--- config.mk ---
export PLATFORM = sky130hd
export DESIGN_NAME = circular_queue_with_walk_core
export DESIGN_NICKNAME = d
export VERILOG_FILES = /design/src/design/cqw_pkg.sv /design/src/design/cqw_front.sv /design/src/design/cqw_back.sv /design/src/design/circular_queue_with_walk_core.sv
export SDC_FILE = /design/constraint.sdc
export NUM_CORES = 1
export LEC_CHECK = 0
export BUFFER_PORTS_ARGS = -buffer_cell sky130_fd_sc_hd__buf_2
export CAP_MARGIN = 15
export CORE_MARGIN = 3
export CORE_UTILIZATION = 40
export CTS_CLUSTER_SIZE = 8
export DETAILED_ROUTE_END_ITERATION = 10
export PLACE_DENSITY = 0.58
export SETUP_SLACK_MARGIN = 0.15
export SYNTH_ARGS = -nofsm -noshare
export SYNTH_HDL_FRONTEND = slang
export SYNTH_SLANG_ARGS = --single-unit
--- constraint.sdc ---
create_clock -name i_clk -period 11.21 [get_ports i_clk]
set_input_delay 2.8025 -clock i_clk [delete_from_list [all_inputs] [get_ports i_clk]]
set_output_delay 2.8025 -clock i_clk [all_outputs]
set_load 0.02 [all_outputs]
--- src/design/cqw_pkg.sv ---
// Shared types, codes and sizes for the circular queue with walk.
package cqw_pkg;

    localparam int DEPTH    = 8;
    localparam int PTR_W    = $clog2(DEPTH);
    localparam int CNT_W    = $clog2(DEPTH + 1);
    localparam int CQ_DEPTH = 2;
    localparam int CQ_PTR_W = $clog2(CQ_DEPTH);
    localparam int CQ_CNT_W = $clog2(CQ_DEPTH + 1);

    localparam logic [1:0] OP_ENQ  = 2'd0;
    localparam logic [1:0] OP_DEQ  = 2'd1;
    localparam logic [1:0] OP_CLR  = 2'd2;
    localparam logic [1:0] OP_WALK = 2'd3;

    localparam logic [1:0] STAT_OK    = 2'd0;
    localparam logic [1:0] STAT_FULL  = 2'd1;
    localparam logic [1:0] STAT_EMPTY = 2'd2;

    typedef struct packed {
        logic [1:0]         op;
        logic signed [31:0] value;
    } t_cmd;

    typedef struct packed {
        logic [1:0]         status;
        logic signed [31:0] elem;
        logic               elem_valid;
        logic               last;
        logic signed [31:0] head_value;
        logic signed [31:0] tail_value;
        logic [CNT_W-1:0]   count;
        logic               is_full;
        logic               is_empty;
    } t_res;

endpackage

--- src/design/cqw_front.sv ---
// Front end: take input beats and hold them in a short command queue.
module cqw_front
    import cqw_pkg::*;
(
    input  logic               i_clk,
    input  logic               i_rst_n,
    input  logic               i_valid,
    output logic               o_stall,
    input  logic [1:0]         i_op,
    input  logic signed [31:0] i_value,
    output logic               o_cmd_valid,
    output t_cmd               o_cmd,
    input  logic               i_cmd_pop
);

    t_cmd                r_q [CQ_DEPTH];
    logic [CQ_PTR_W-1:0] r_wp;
    logic [CQ_PTR_W-1:0] r_rp;
    logic [CQ_CNT_W-1:0] r_cnt;
    logic                push;
    logic                pop;

    assign o_stall     = (r_cnt == CQ_CNT_W'(CQ_DEPTH));
    assign push        = i_valid && !o_stall;
    assign o_cmd_valid = (r_cnt != '0);
    assign pop         = i_cmd_pop && o_cmd_valid;
    assign o_cmd       = r_q[r_rp];

    function automatic logic [CQ_PTR_W-1:0] cq_inc(input logic [CQ_PTR_W-1:0] p);
        cq_inc = (p == CQ_PTR_W'(CQ_DEPTH - 1)) ? '0 : p + CQ_PTR_W'(1);
    endfunction

    always_ff @(posedge i_clk) begin
        if (push) begin
            r_q[r_wp] <= '{op: i_op, value: i_value};
        end
    end

    always_ff @(posedge i_clk) begin
        if (!i_rst_n) begin
            r_wp  <= '0;
            r_rp  <= '0;
            r_cnt <= '0;
        end else begin
            if (push) begin
                r_wp <= cq_inc(r_wp);
            end
            if (pop) begin
                r_rp <= cq_inc(r_rp);
            end
            if (push && !pop) begin
                r_cnt <= r_cnt + CQ_CNT_W'(1);
            end else if (pop && !push) begin
                r_cnt <= r_cnt - CQ_CNT_W'(1);
            end
        end
    end

endmodule

--- src/design/cqw_back.sv ---
// Back end: ring buffer state, slot memory, walk sequencer and result register.
module cqw_back
    import cqw_pkg::*;
(
    input  logic i_clk,
    input  logic i_rst_n,
    input  logic i_cmd_valid,
    input  t_cmd i_cmd,
    output logic o_cmd_pop,
    output logic o_valid,
    input  logic i_stall,
    output t_res o_res
);

    localparam logic [1:0] S_IDLE = 2'd0;
    localparam logic [1:0] S_DEQ  = 2'd1;
    localparam logic [1:0] S_WALK = 2'd2;

    logic [1:0]         r_state,    n_state;
    logic [PTR_W-1:0]   r_head,     n_head;
    logic [PTR_W-1:0]   r_tail,     n_tail;
    logic [PTR_W-1:0]   r_idx,      n_idx;
    logic [CNT_W-1:0]   r_count,    n_count;
    logic [CNT_W-1:0]   r_left,     n_left;
    logic signed [31:0] r_head_val, n_head_val;
    logic signed [31:0] r_tail_val, n_tail_val;
    logic signed [31:0] r_rd_data;
    logic signed [31:0] r_mem [DEPTH];
    logic               r_out_valid;
    t_res               r_res;

    logic               out_free;
    logic               load;
    logic               wr_en;
    logic [1:0]         res_status;
    logic signed [31:0] res_elem;
    logic               res_ev;
    logic               res_last;
    logic               n_empty;

    function automatic logic [PTR_W-1:0] ptr_inc(input logic [PTR_W-1:0] p);
        ptr_inc = (p == PTR_W'(DEPTH - 1)) ? '0 : p + PTR_W'(1);
    endfunction

    assign out_free = !r_out_valid || !i_stall;
    assign n_empty  = (n_count == '0);

    always_comb begin
        n_state    = r_state;
        n_head     = r_head;
        n_tail     = r_tail;
        n_idx      = r_idx;
        n_count    = r_count;
        n_left     = r_left;
        n_head_val = r_head_val;
        n_tail_val = r_tail_val;
        o_cmd_pop  = 1'b0;
        load       = 1'b0;
        wr_en      = 1'b0;
        res_status = STAT_OK;
        res_elem   = '0;
        res_ev     = 1'b0;
        res_last   = 1'b1;
        case (r_state)
            S_IDLE: begin
                if (i_cmd_valid && out_free) begin
                    o_cmd_pop = 1'b1;
                    case (i_cmd.op)
                        OP_ENQ: begin
                            load = 1'b1;
                            if (r_count == CNT_W'(DEPTH)) begin
                                res_status = STAT_FULL;
                            end else begin
                                n_tail     = ptr_inc(r_tail);
                                wr_en      = 1'b1;
                                n_count    = r_count + CNT_W'(1);
                                n_tail_val = i_cmd.value;
                                if (r_count == '0) begin
                                    n_head_val = i_cmd.value;
                                end
                            end
                        end
                        OP_DEQ: begin
                            if (r_count == '0) begin
                                load       = 1'b1;
                                res_status = STAT_EMPTY;
                            end else begin
                                n_head  = ptr_inc(r_head);
                                n_idx   = ptr_inc(r_head);
                                n_count = r_count - CNT_W'(1);
                                n_state = S_DEQ;
                            end
                        end
                        OP_CLR: begin
                            load    = 1'b1;
                            n_head  = '0;
                            n_tail  = PTR_W'(DEPTH - 1);
                            n_idx   = '0;
                            n_count = '0;
                        end
                        default: begin
                            if (r_count == '0) begin
                                load = 1'b1;
                            end else begin
                                n_left  = r_count;
                                n_state = S_WALK;
                            end
                        end
                    endcase
                end
            end
            S_DEQ: begin
                // read data now holds the new oldest word
                if (out_free) begin
                    load       = 1'b1;
                    n_head_val = r_rd_data;
                    n_state    = S_IDLE;
                end
            end
            S_WALK: begin
                if (out_free) begin
                    load     = 1'b1;
                    res_elem = r_rd_data;
                    res_ev   = 1'b1;
                    res_last = (r_left == CNT_W'(1));
                    n_left   = r_left - CNT_W'(1);
                    if (res_last) begin
                        n_idx   = r_head;
                        n_state = S_IDLE;
                    end else begin
                        n_idx = ptr_inc(r_idx);
                    end
                end
            end
            default: begin
                n_state = S_IDLE;
            end
        endcase
    end

    // Slot memory; read data tracks the slot at the index register, with write bypass.
    always_ff @(posedge i_clk) begin
        if (wr_en) begin
            r_mem[n_tail] <= i_cmd.value;
        end
        if (wr_en && (n_tail == n_idx)) begin
            r_rd_data <= i_cmd.value;
        end else begin
            r_rd_data <= r_mem[n_idx];
        end
    end

    always_ff @(posedge i_clk) begin
        r_left     <= n_left;
        r_head_val <= n_head_val;
        r_tail_val <= n_tail_val;
        if (load) begin
            r_res.status     <= res_status;
            r_res.elem       <= res_elem;
            r_res.elem_valid <= res_ev;
            r_res.last       <= res_last;
            r_res.head_value <= n_empty ? 32'sd0 : n_head_val;
            r_res.tail_value <= n_empty ? 32'sd0 : n_tail_val;
            r_res.count      <= n_count;
            r_res.is_full    <= (n_count == CNT_W'(DEPTH));
            r_res.is_empty   <= n_empty;
        end
    end

    always_ff @(posedge i_clk) begin
        if (!i_rst_n) begin
            r_state     <= S_IDLE;
            r_head      <= '0;
            r_tail      <= PTR_W'(DEPTH - 1);
            r_idx       <= '0;
            r_count     <= '0;
            r_out_valid <= 1'b0;
        end else begin
            r_state <= n_state;
            r_head  <= n_head;
            r_tail  <= n_tail;
            r_idx   <= n_idx;
            r_count <= n_count;
            if (load) begin
                r_out_valid <= 1'b1;
            end else if (!i_stall) begin
                r_out_valid <= 1'b0;
            end
        end
    end

    assign o_valid = r_out_valid;
    assign o_res   = r_res;

    a_count_range: assert property (@(posedge i_clk) disable iff (!i_rst_n)
        r_count <= CNT_W'(DEPTH))
        else $error("occupancy above depth");

    a_idle_idx: assert property (@(posedge i_clk) disable iff (!i_rst_n)
        (r_state == S_IDLE) |-> (r_idx == r_head))
        else $error("read index off head while idle");

    a_walk_left: assert property (@(posedge i_clk) disable iff (!i_rst_n)
        (r_state == S_WALK) |-> (r_left != '0 && r_left <= r_count))
        else $error("walk count out of range");

    a_load_free: assert property (@(posedge i_clk) disable iff (!i_rst_n)
        (r_out_valid && i_stall) |=> (r_out_valid && $stable(r_res)))
        else $error("result register overwritten while stalled");

endmodule

--- src/design/circular_queue_with_walk_core.sv ---
// Top level of the circular queue with walk: front queue plus execution back end.
//
//  channel | direction | handshake          | payload
//  --------+-----------+--------------------+------------------------------------------
//  command | in        | i_valid / o_stall  | i_op, i_value
//  result  | out       | o_valid / i_stall  | o_status, o_elem, o_elem_valid, o_last,
//          |           |                    | o_head_value, o_tail_value, o_count,
//          |           |                    | o_is_full, o_is_empty
//
// Enqueue, clear and refused ops load the result straight from the idle state; a dequeue
// also passes through a second state that waits on the registered slot read of the new oldest word.
// A walk of n words first reads the oldest word, then gives one beat a cycle while i_stall allows it.
// A two-beat command queue lets input beats keep arriving while the back end walks or
// the result register waits on i_stall.
// Reset (synchronous, active low) empties the queue; slot contents are never cleared.
module circular_queue_with_walk_core
    import cqw_pkg::*;
(
    input  logic               i_clk,
    input  logic               i_rst_n,
    input  logic               i_valid,
    output logic               o_stall,
    input  logic [1:0]         i_op,
    input  logic signed [31:0] i_value,
    output logic               o_valid,
    input  logic               i_stall,
    output logic [1:0]         o_status,
    output logic signed [31:0] o_elem,
    output logic               o_elem_valid,
    output logic               o_last,
    output logic signed [31:0] o_head_value,
    output logic signed [31:0] o_tail_value,
    output logic [CNT_W-1:0]   o_count,
    output logic               o_is_full,
    output logic               o_is_empty
);

    logic cmd_valid;
    logic cmd_pop;
    t_cmd cmd;
    t_res res;

    // Front: accept beats and buffer them as commands.
    cqw_front u_front (
        .i_clk       (i_clk),
        .i_rst_n     (i_rst_n),
        .i_valid     (i_valid),
        .o_stall     (o_stall),
        .i_op        (i_op),
        .i_value     (i_value),
        .o_cmd_valid (cmd_valid),
        .o_cmd       (cmd),
        .i_cmd_pop   (cmd_pop)
    );

    // Back: run each command against the ring and register its result beats.
    cqw_back u_back (
        .i_clk       (i_clk),
        .i_rst_n     (i_rst_n),
        .i_cmd_valid (cmd_valid),
        .i_cmd       (cmd),
        .o_cmd_pop   (cmd_pop),
        .o_valid     (o_valid),
        .i_stall     (i_stall),
        .o_res       (res)
    );

    // Break the result struct out onto its ports.
    assign o_status     = res.status;
    assign o_elem       = res.elem;
    assign o_elem_valid = res.elem_valid;
    assign o_last       = res.last;
    assign o_head_value = res.head_value;
    assign o_tail_value = res.tail_value;
    assign o_count      = res.count;
    assign o_is_full    = res.is_full;
    assign o_is_empty   = res.is_empty;

endmodule
==> results of run 1 <==
-- registers in the layout, indices dropped and copies added (netlist names), 3 cells and up, named ones only --
signal,cells
u_back.o_res,106
u_back.r_count,4
u_back.r_head,3
u_back.r_head_val,32
u_back.r_idx,3
u_back.r_left,4
u_back.r_mem,256
u_back.r_tail,3
u_back.r_tail_val,32
u_front.r_q,68
-- worst max path at each step --
| stage | from | endpoint | slack (ns) | cells past startpoint |
|---|---|---|---|---|
| final | i_stall | u_back.r_mem[4][28]$_DFFE_PP_ | 5.45 | 6 |
| after global routing | i_stall | u_back.r_mem[4][26]$_DFFE_PP_ | 5.14 | 6 |
| after CTS | i_stall | u_back.r_mem[4][28]$_DFFE_PP_ | 5.36 | 6 |
| after detailed placement | i_stall | u_back.r_mem[4][22]$_DFFE_PP_ | 4.72 | 6 |
| after global placement | i_stall | u_back.r_mem[4][22]$_DFFE_PP_ | 4.82 | 6 |
| after floorplan | i_stall | u_back.o_res[0]$_DFFE_PP_ | 2.16 | 3 |
-- cell families after synthesis --
group                    after synthesis  synth area share (%)
multiplexers                         135                  10.4
flip-flops                           522                  71.4
XOR/XNOR                               5                 0.211
AO/OA/AOI/OAI                        211                  8.12
buffers and inverters                126                  2.78
AND/OR/NAND/NOR                      278                  5.96
adder cells (fa/ha/maj)               19                  1.15
-- cells in the mapped netlist, types with 3 or more instances --
cell type | instances | area share, %
edfxtp_1 | 434 | 63
nand2_1 | 135 | 2.4
dfxtp_1 | 88 | 8.5
mux2i_1 | 71 | 3.4
mux4_2 | 64 | 7.0
nor2_1 | 59 | 1.1
o211ai_1 | 53 | 1.9
inv_1 | 51 | 0.92
o21ai_0 | 40 | 0.97
clkbuf_1 | 37 | 0.67
nand3_1 | 30 | 0.72
a21boi_0 | 29 | 1.1
buf_2 | 24 | 0.58
ha_1 | 19 | 1.1
a32oi_2 | 16 | 1.3
a21oi_1 | 12 | 0.29
nor3_1 | 12 | 0.29
and2_1 | 11 | 0.33
a21boi_1 | 10 | 0.36
a32oi_1 | 10 | 0.42
a211o_1 | 6 | 0.25
nand2b_1 | 6 | 0.18
a31oi_1 | 5 | 0.15
buf_1 | 5 | 0.091
buf_6 | 5 | 0.27
o21a_1 | 5 | 0.18
a21boi_2 | 4 | 0.22
nor2b_1 | 4 | 0.12
or2_2 | 4 | 0.12
xnor2_1 | 4 | 0.17
and3_1 | 3 | 0.091
o2bb2ai_1 | 3 | 0.13
-- cell type report --
type / count / area share [%]
well taps: 672 / 3.44
clock buffers: 134 / 8.81
repair buffers: 170 / 3.82
flip-flops and latches: 522 / 60.6
inverters: 51 / 0.784
clock inverters: 5 / 0.272
multi-input cells: 648 / 22.2
-- power by group through the flow --
stage          clock, mW  sequential [mW]  combinational, mW
3_3_place_gp           0             2.97               1.77
2_1_floorplan          0             3.21              0.981
5_1_grt             2.23             2.97               1.96
4_1_cts             2.14             2.94               1.82
6_report            2.10             2.93               1.79
3_5_place_dp           0             2.97               1.81
-- worst max-delay path: stages --
cell	delay, ns
buf_2	0.14
a2bb2oi_2	0.34
nand4_4	0.79
or2_2	0.67
nor2_2	0.84
buf_4	0.42
-- per-layer routing --
| layer | GRT usage, % | share of wire [%] | wire length (um) | vias to the layer above |
|---|---|---|---|---|
| li1 | - | - | - | 5349 |
| met1 | 23.8 | 43 | 21000 | 5902 |
| met2 | 29.8 | 49 | 23900 | 344 |
| met3 | 3.55 | 5.0 | 2450 | 82 |
| met4 | 5.39 | 2.3 | 1130 | 0 |
| met5 | 0 | 0 | 0 | - |
-- stage by stage --
stage / instance area (um2) / total power [mW] / std cells
after floorplan: 20700 / 4.20 / 1296
after global placement: 22200 / 4.74 / 2061
after detailed placement: 22200 / 4.78 / 2061
after CTS: 24400 / 6.90 / 2200
after global routing: 24400 / 7.16 / 2202
final: 24400 / 6.82 / 2202
==> impl_metrics.csv, run 1 <==
group,metric,value,unit
place,port_buffers,145,
floorplanning,ios,146,
routing,drt_iter0_markers,915,
setup_path,arrival,6.02,ns
setup_path,reg2reg_slack,5.98,ns
routing,wire_per_inst,22.0,um
cells_and_area,multi_input_area,5430,um2
cells_and_area,final_layout_size_suffix_gt1_share,24.3,%
global_routing,grt_pass1_wl,73300,um
sta,worst_slack,5.45,ns
pwr,p_leak,8.47,nW
logic_synthesis,synth-seq-cells,522,
cells_and_area,syn_to_final_growth,17.8,%
cells_and_area,diodes,0,
sta,hold_violations,0,
routing,dr.pass1.iters,5,
setup_path,r2r_cells,7,
run,cap_viol_max_count,0,
floorplanning,die_area,54600,um2
pwr,vdd.ir_drop.worst,0.000148,V
cts,clk_latency,0.59,ns
cells_and_area,seq_area,14800,um2
routing,avgViaCountPerCell,5.30,
routing,postRouteAntennaNets,0,
cells_and_area,fin_util,48.2,%
sta,worst_slew_pin_slew,1.09,ns
place,place_congestion,0.785,
pwr,p_sw_share,32.7,%
pwr,netSwitchingPower,2.23,mW
logic_synthesis,synthesis.area,20700,um2
cells_and_area,nFillCells,4380,
setup_path,worstPathRequired,11.47,ns
cts,root_buffer,"clkbuf_16",
cells_and_area,mostFrequentLayoutCells,"edfxtp_1, buf_2, nand2_1, dfxtp_1, clkbuf_16",
logic_synthesis,ys_seq_area_share,71.4,%
cts,cts_hold_buf,0,
pwr,seqPwrFrac,43.0,%
floorplanning,initial_utilization,40.9,%
cts,clock-sinks,522,
routing,via_count,11677,
sta,finalSetupViolCount,0,
global_routing,antenna_found_initial,1,
sta,rsz0062_at_grt,"no",
floorplanning,fp.dieH,234,um
logic_synthesis,synth-main-ff-cell,"edfxtp_1",
floorplanning,core_area,50700,um2
logic_synthesis,ys_types,62,
routing,wirelength,48500,um
setup_path,r2r_end,"u_back.r_mem[4][28]$_DFFE_PP_",
routing,drcViolationCount,0,
cts,clk_pin_slew_worst_paths,0.05,ns
global_routing,track_usage,17.9,%
global_routing,grt_pass1_vias,11910,
cells_and_area,finalNetCount,1525,
run_status,status,"complete, no violations",
logic_synthesis,postSynthAreaPerCell,16.0,um2
setup_path,crit_type,"primary input to register",
cells_and_area,final_common_cell,"edfxtp_1",
pwr,clkPwrFrac,30.7,%
logic_synthesis,synth_edf_count,434,
setup_path,worstPathMaxFanout,72,
pwr,power_density,279,nW/um2
sta,fmax,0.174,GHz
sta,fin_worst_skew,0.0183,ns
cts,cts_tree,"built",
cts,clockBufferDepth,3,
cts,cts-buffers-inserted,75,
sta,fin_tns_setup,0,ns
cts,post_cts_buffers,0,
global_routing,grt-ovfl-total,0,
place,post-place-ws,4.72,ns
cts,cts_resized,0,
cts,h-tree-depth,3,
hold_path,holdPathStages,1,
pwr,comb_power_share,26.2,%
hold_path,hold_path.class,"register to register",
sta,slew-limit-headroom,25.1,%
floorplanning,fp.dieW,234,um
sta,fin_crit,5.76,ns
logic_synthesis,syn_nets,1353,
place,dpl.hpwl,30000,um
pwr,intPower,4.59,mW
hold_path,hp-start,"u_back.r_head_val[16]$_DFF_P_",
sta,fin_crit_sh,51.4,%
setup_path,crit_path_end_kind,"register",
logic_synthesis,async_reset_ff_share,0,%
logic_synthesis,syn_inst,1296,
logic_synthesis,ys_warn_count,0,
sta,hold_ws,0.452,ns
hold_path,hold_end,"u_back.r_head_val[16]$_DFF_P_",
floorplanning,num_rows,82,
global_routing,grt_max_degree,73,
setup_path,critPathLaunchType,"primary input",
sta,finalMaxSlewViolations,0,
Power figures use the tool's default switching activity.
==> inputs of run 2 (changes only) <==
- PLACE_DENSITY: 0.58 -> 0.6
- clock period: 11.21 -> 4.6 ns (I/O delays scaled with it)
==> run 2 against run 1 <==
Against the previous run:
- worst hold slack improved by 0.0035 ns
- sequential power rose by 140%
- first-iteration DRC count rose by 10%
- critical path depth rose by 2
- final area rose by 0.19%
- clock power rose by 140%
- clock skew rose by 0.013 ns
- routed wire length rose by 0.40%
- critical endpoint is now u_back.r_mem[6][0]$_DFFE_PP_
- highest routed layer unchanged
==> impl_metrics.csv, run 2 (synthesis gave the netlist of run 1 again) <==
group,metric,value,unit
floorplanning,ios,146,
run,cap_viol_max_count,0,
sta,worst_slew_pin_slew,1.11,ns
routing,via_count,11685,
hold_path,hold_path.class,"register to register",
pwr,vdd.ir_drop.worst,0.000405,V
sta,fin_tns_setup,0,ns
floorplanning,fp.dieH,234,um
sta,finalSetupViolCount,0,
cts,root_buffer,"clkbuf_16",
cells_and_area,final_common_cell,"edfxtp_1",
setup_path,crit_type,"register to register",
cts,cts_resized,0,
place,port_buffers,145,
floorplanning,initial_utilization,40.9,%
routing,wirelength,48700,um
cts,clock-sinks,522,
routing,postRouteAntennaNets,0,
hold_path,holdPathStages,2,
floorplanning,core_area,50700,um2
setup_path,worstPathRequired,4.82,ns
setup_path,r2r_cells,8,
global_routing,antenna_found_initial,0,
sta,fmax,0.268,GHz
sta,fin_crit,3.73,ns
place,dpl.hpwl,30900,um
setup_path,crit_path_end_kind,"register",
place,place_congestion,0.819,
setup_path,worstPathMaxFanout,32,
cts,cts-buffers-inserted,75,
sta,hold_violations,0,
global_routing,grt_pass1_vias,11913,
cts,post_cts_buffers,0,
place,place_area,22200,um2
cts,h-tree-depth,3,
cells_and_area,final_layout_size_suffix_gt1_share,24.5,%
routing,wire_per_inst,22.1,um
cells_and_area,largest_reg_flops,256,
cells_and_area,design_area,24500,um2
floorplanning,die_area,54600,um2
sta,finalMaxSlewViolations,0,
global_routing,track_usage,18.1,%
cells_and_area,mostFrequentLayoutCells,"edfxtp_1, buf_2, nand2_1, dfxtp_1, clkbuf_16",
cts,cts_hold_buf,0,
cells_and_area,finalNetCount,1528,
sta,worst_slack,0.866,ns
setup_path,arrival,3.95,ns
routing,drcViolationCount,0,
setup_path,critPathLaunchType,"register",
floorplanning,num_rows,82,
cells_and_area,syn_to_final_growth,18.0,%
global_routing,grt_max_degree,71,
routing,drt_iter0_markers,1009,
cells_and_area,diodes,0,
cells_and_area,nFillCells,4351,
pwr,power_density,681,nW/um2
routing,avgViaCountPerCell,5.30,
cells_and_area,regMostFlops,"u_back.r_mem",
sta,fin_crit_sh,81.2,%
sta,slew-limit-headroom,24.1,%
cts,cts_tree,"built",
cts,clk_pin_slew_worst_paths,0.05,ns
floorplanning,fp.dieW,234,um
cts,clockBufferDepth,3,
global_routing,grt_pass1_wl,74000,um
sta,rsz0062_at_grt,"no",
run_status,status,"complete, no violations",
place,post-place-ws,0.979,ns
global_routing,grt-ovfl-total,0,
routing,dr.pass1.iters,7,
pwr,p_leak,8.51,nW
sta,fin_worst_skew,0.0313,ns
cts,clk_latency,0.60,ns
-- run 2: final timing paths --
path	from	endpoint	slack (ns)
worst max-delay path	register	u_back.r_mem[6][0]$_DFFE_PP_	0.87
worst min-delay path	u_back.r_tail_val[23]$_DFF_P_	u_back.r_tail_val[23]$_DFF_P_	0.46
worst max register to register	register	u_back.r_mem[6][0]$_DFFE_PP_	0.87
worst min register to register	u_back.r_tail_val[23]$_DFF_P_	u_back.r_tail_val[23]$_DFF_P_	0.46
-- run 2: cell type report --
cell class	instances	area, um2	share of cell area (%)
Clock buffer	131	2130	8.71
Multi-Input combinational cell	648	5430	22.2
Inverter	51	191	0.783
Timing Repair Buffer	173	973	3.98
Clock inverter	6	88.8	0.363
Sequential cell	522	14800	60.5
Tap cell	672	841	3.44
-- run 2: power breakdown --
part,total [mW],internal (mW),switching (mW)
logic,4.37,1.35,3.02
registers,7.16,6.70,0.461
clock network,5.13,3.18,1.95
-- run 2: layer usage --
metal	track usage (%)	routed length, um	up-vias
li1	-	-	5347
met1	24.7	21600	5930
met5	0	0	-
met3	3.17	2290	82
met4	6.92	1290	0
met2	29.1	23500	326
-- run 2: critical path, cell delays in order, from the launching register on --
cell       delay, ns
dfxtp_2         0.65
mux2i_1         0.49
ha_1            0.56
nand4b_1        0.26
nand4_1         0.22
o2bb2ai_1       0.35
nand2_1         0.20
nor2_2          0.15
buf_4           0.44
-- run 2: stage by stage --
step                      std cells  hold WS (ns)  power [mW]  util (%)
after CTS                      2203         0.459        16.9      48.3
after global routing           2203         0.478        17.5      48.3
after detailed placement       2066         0.447        11.7      43.9
after floorplan                1296         0.423        10.1         -
after global placement         2066         0.436        11.6      43.9
final                          2203         0.456        16.7      48.3
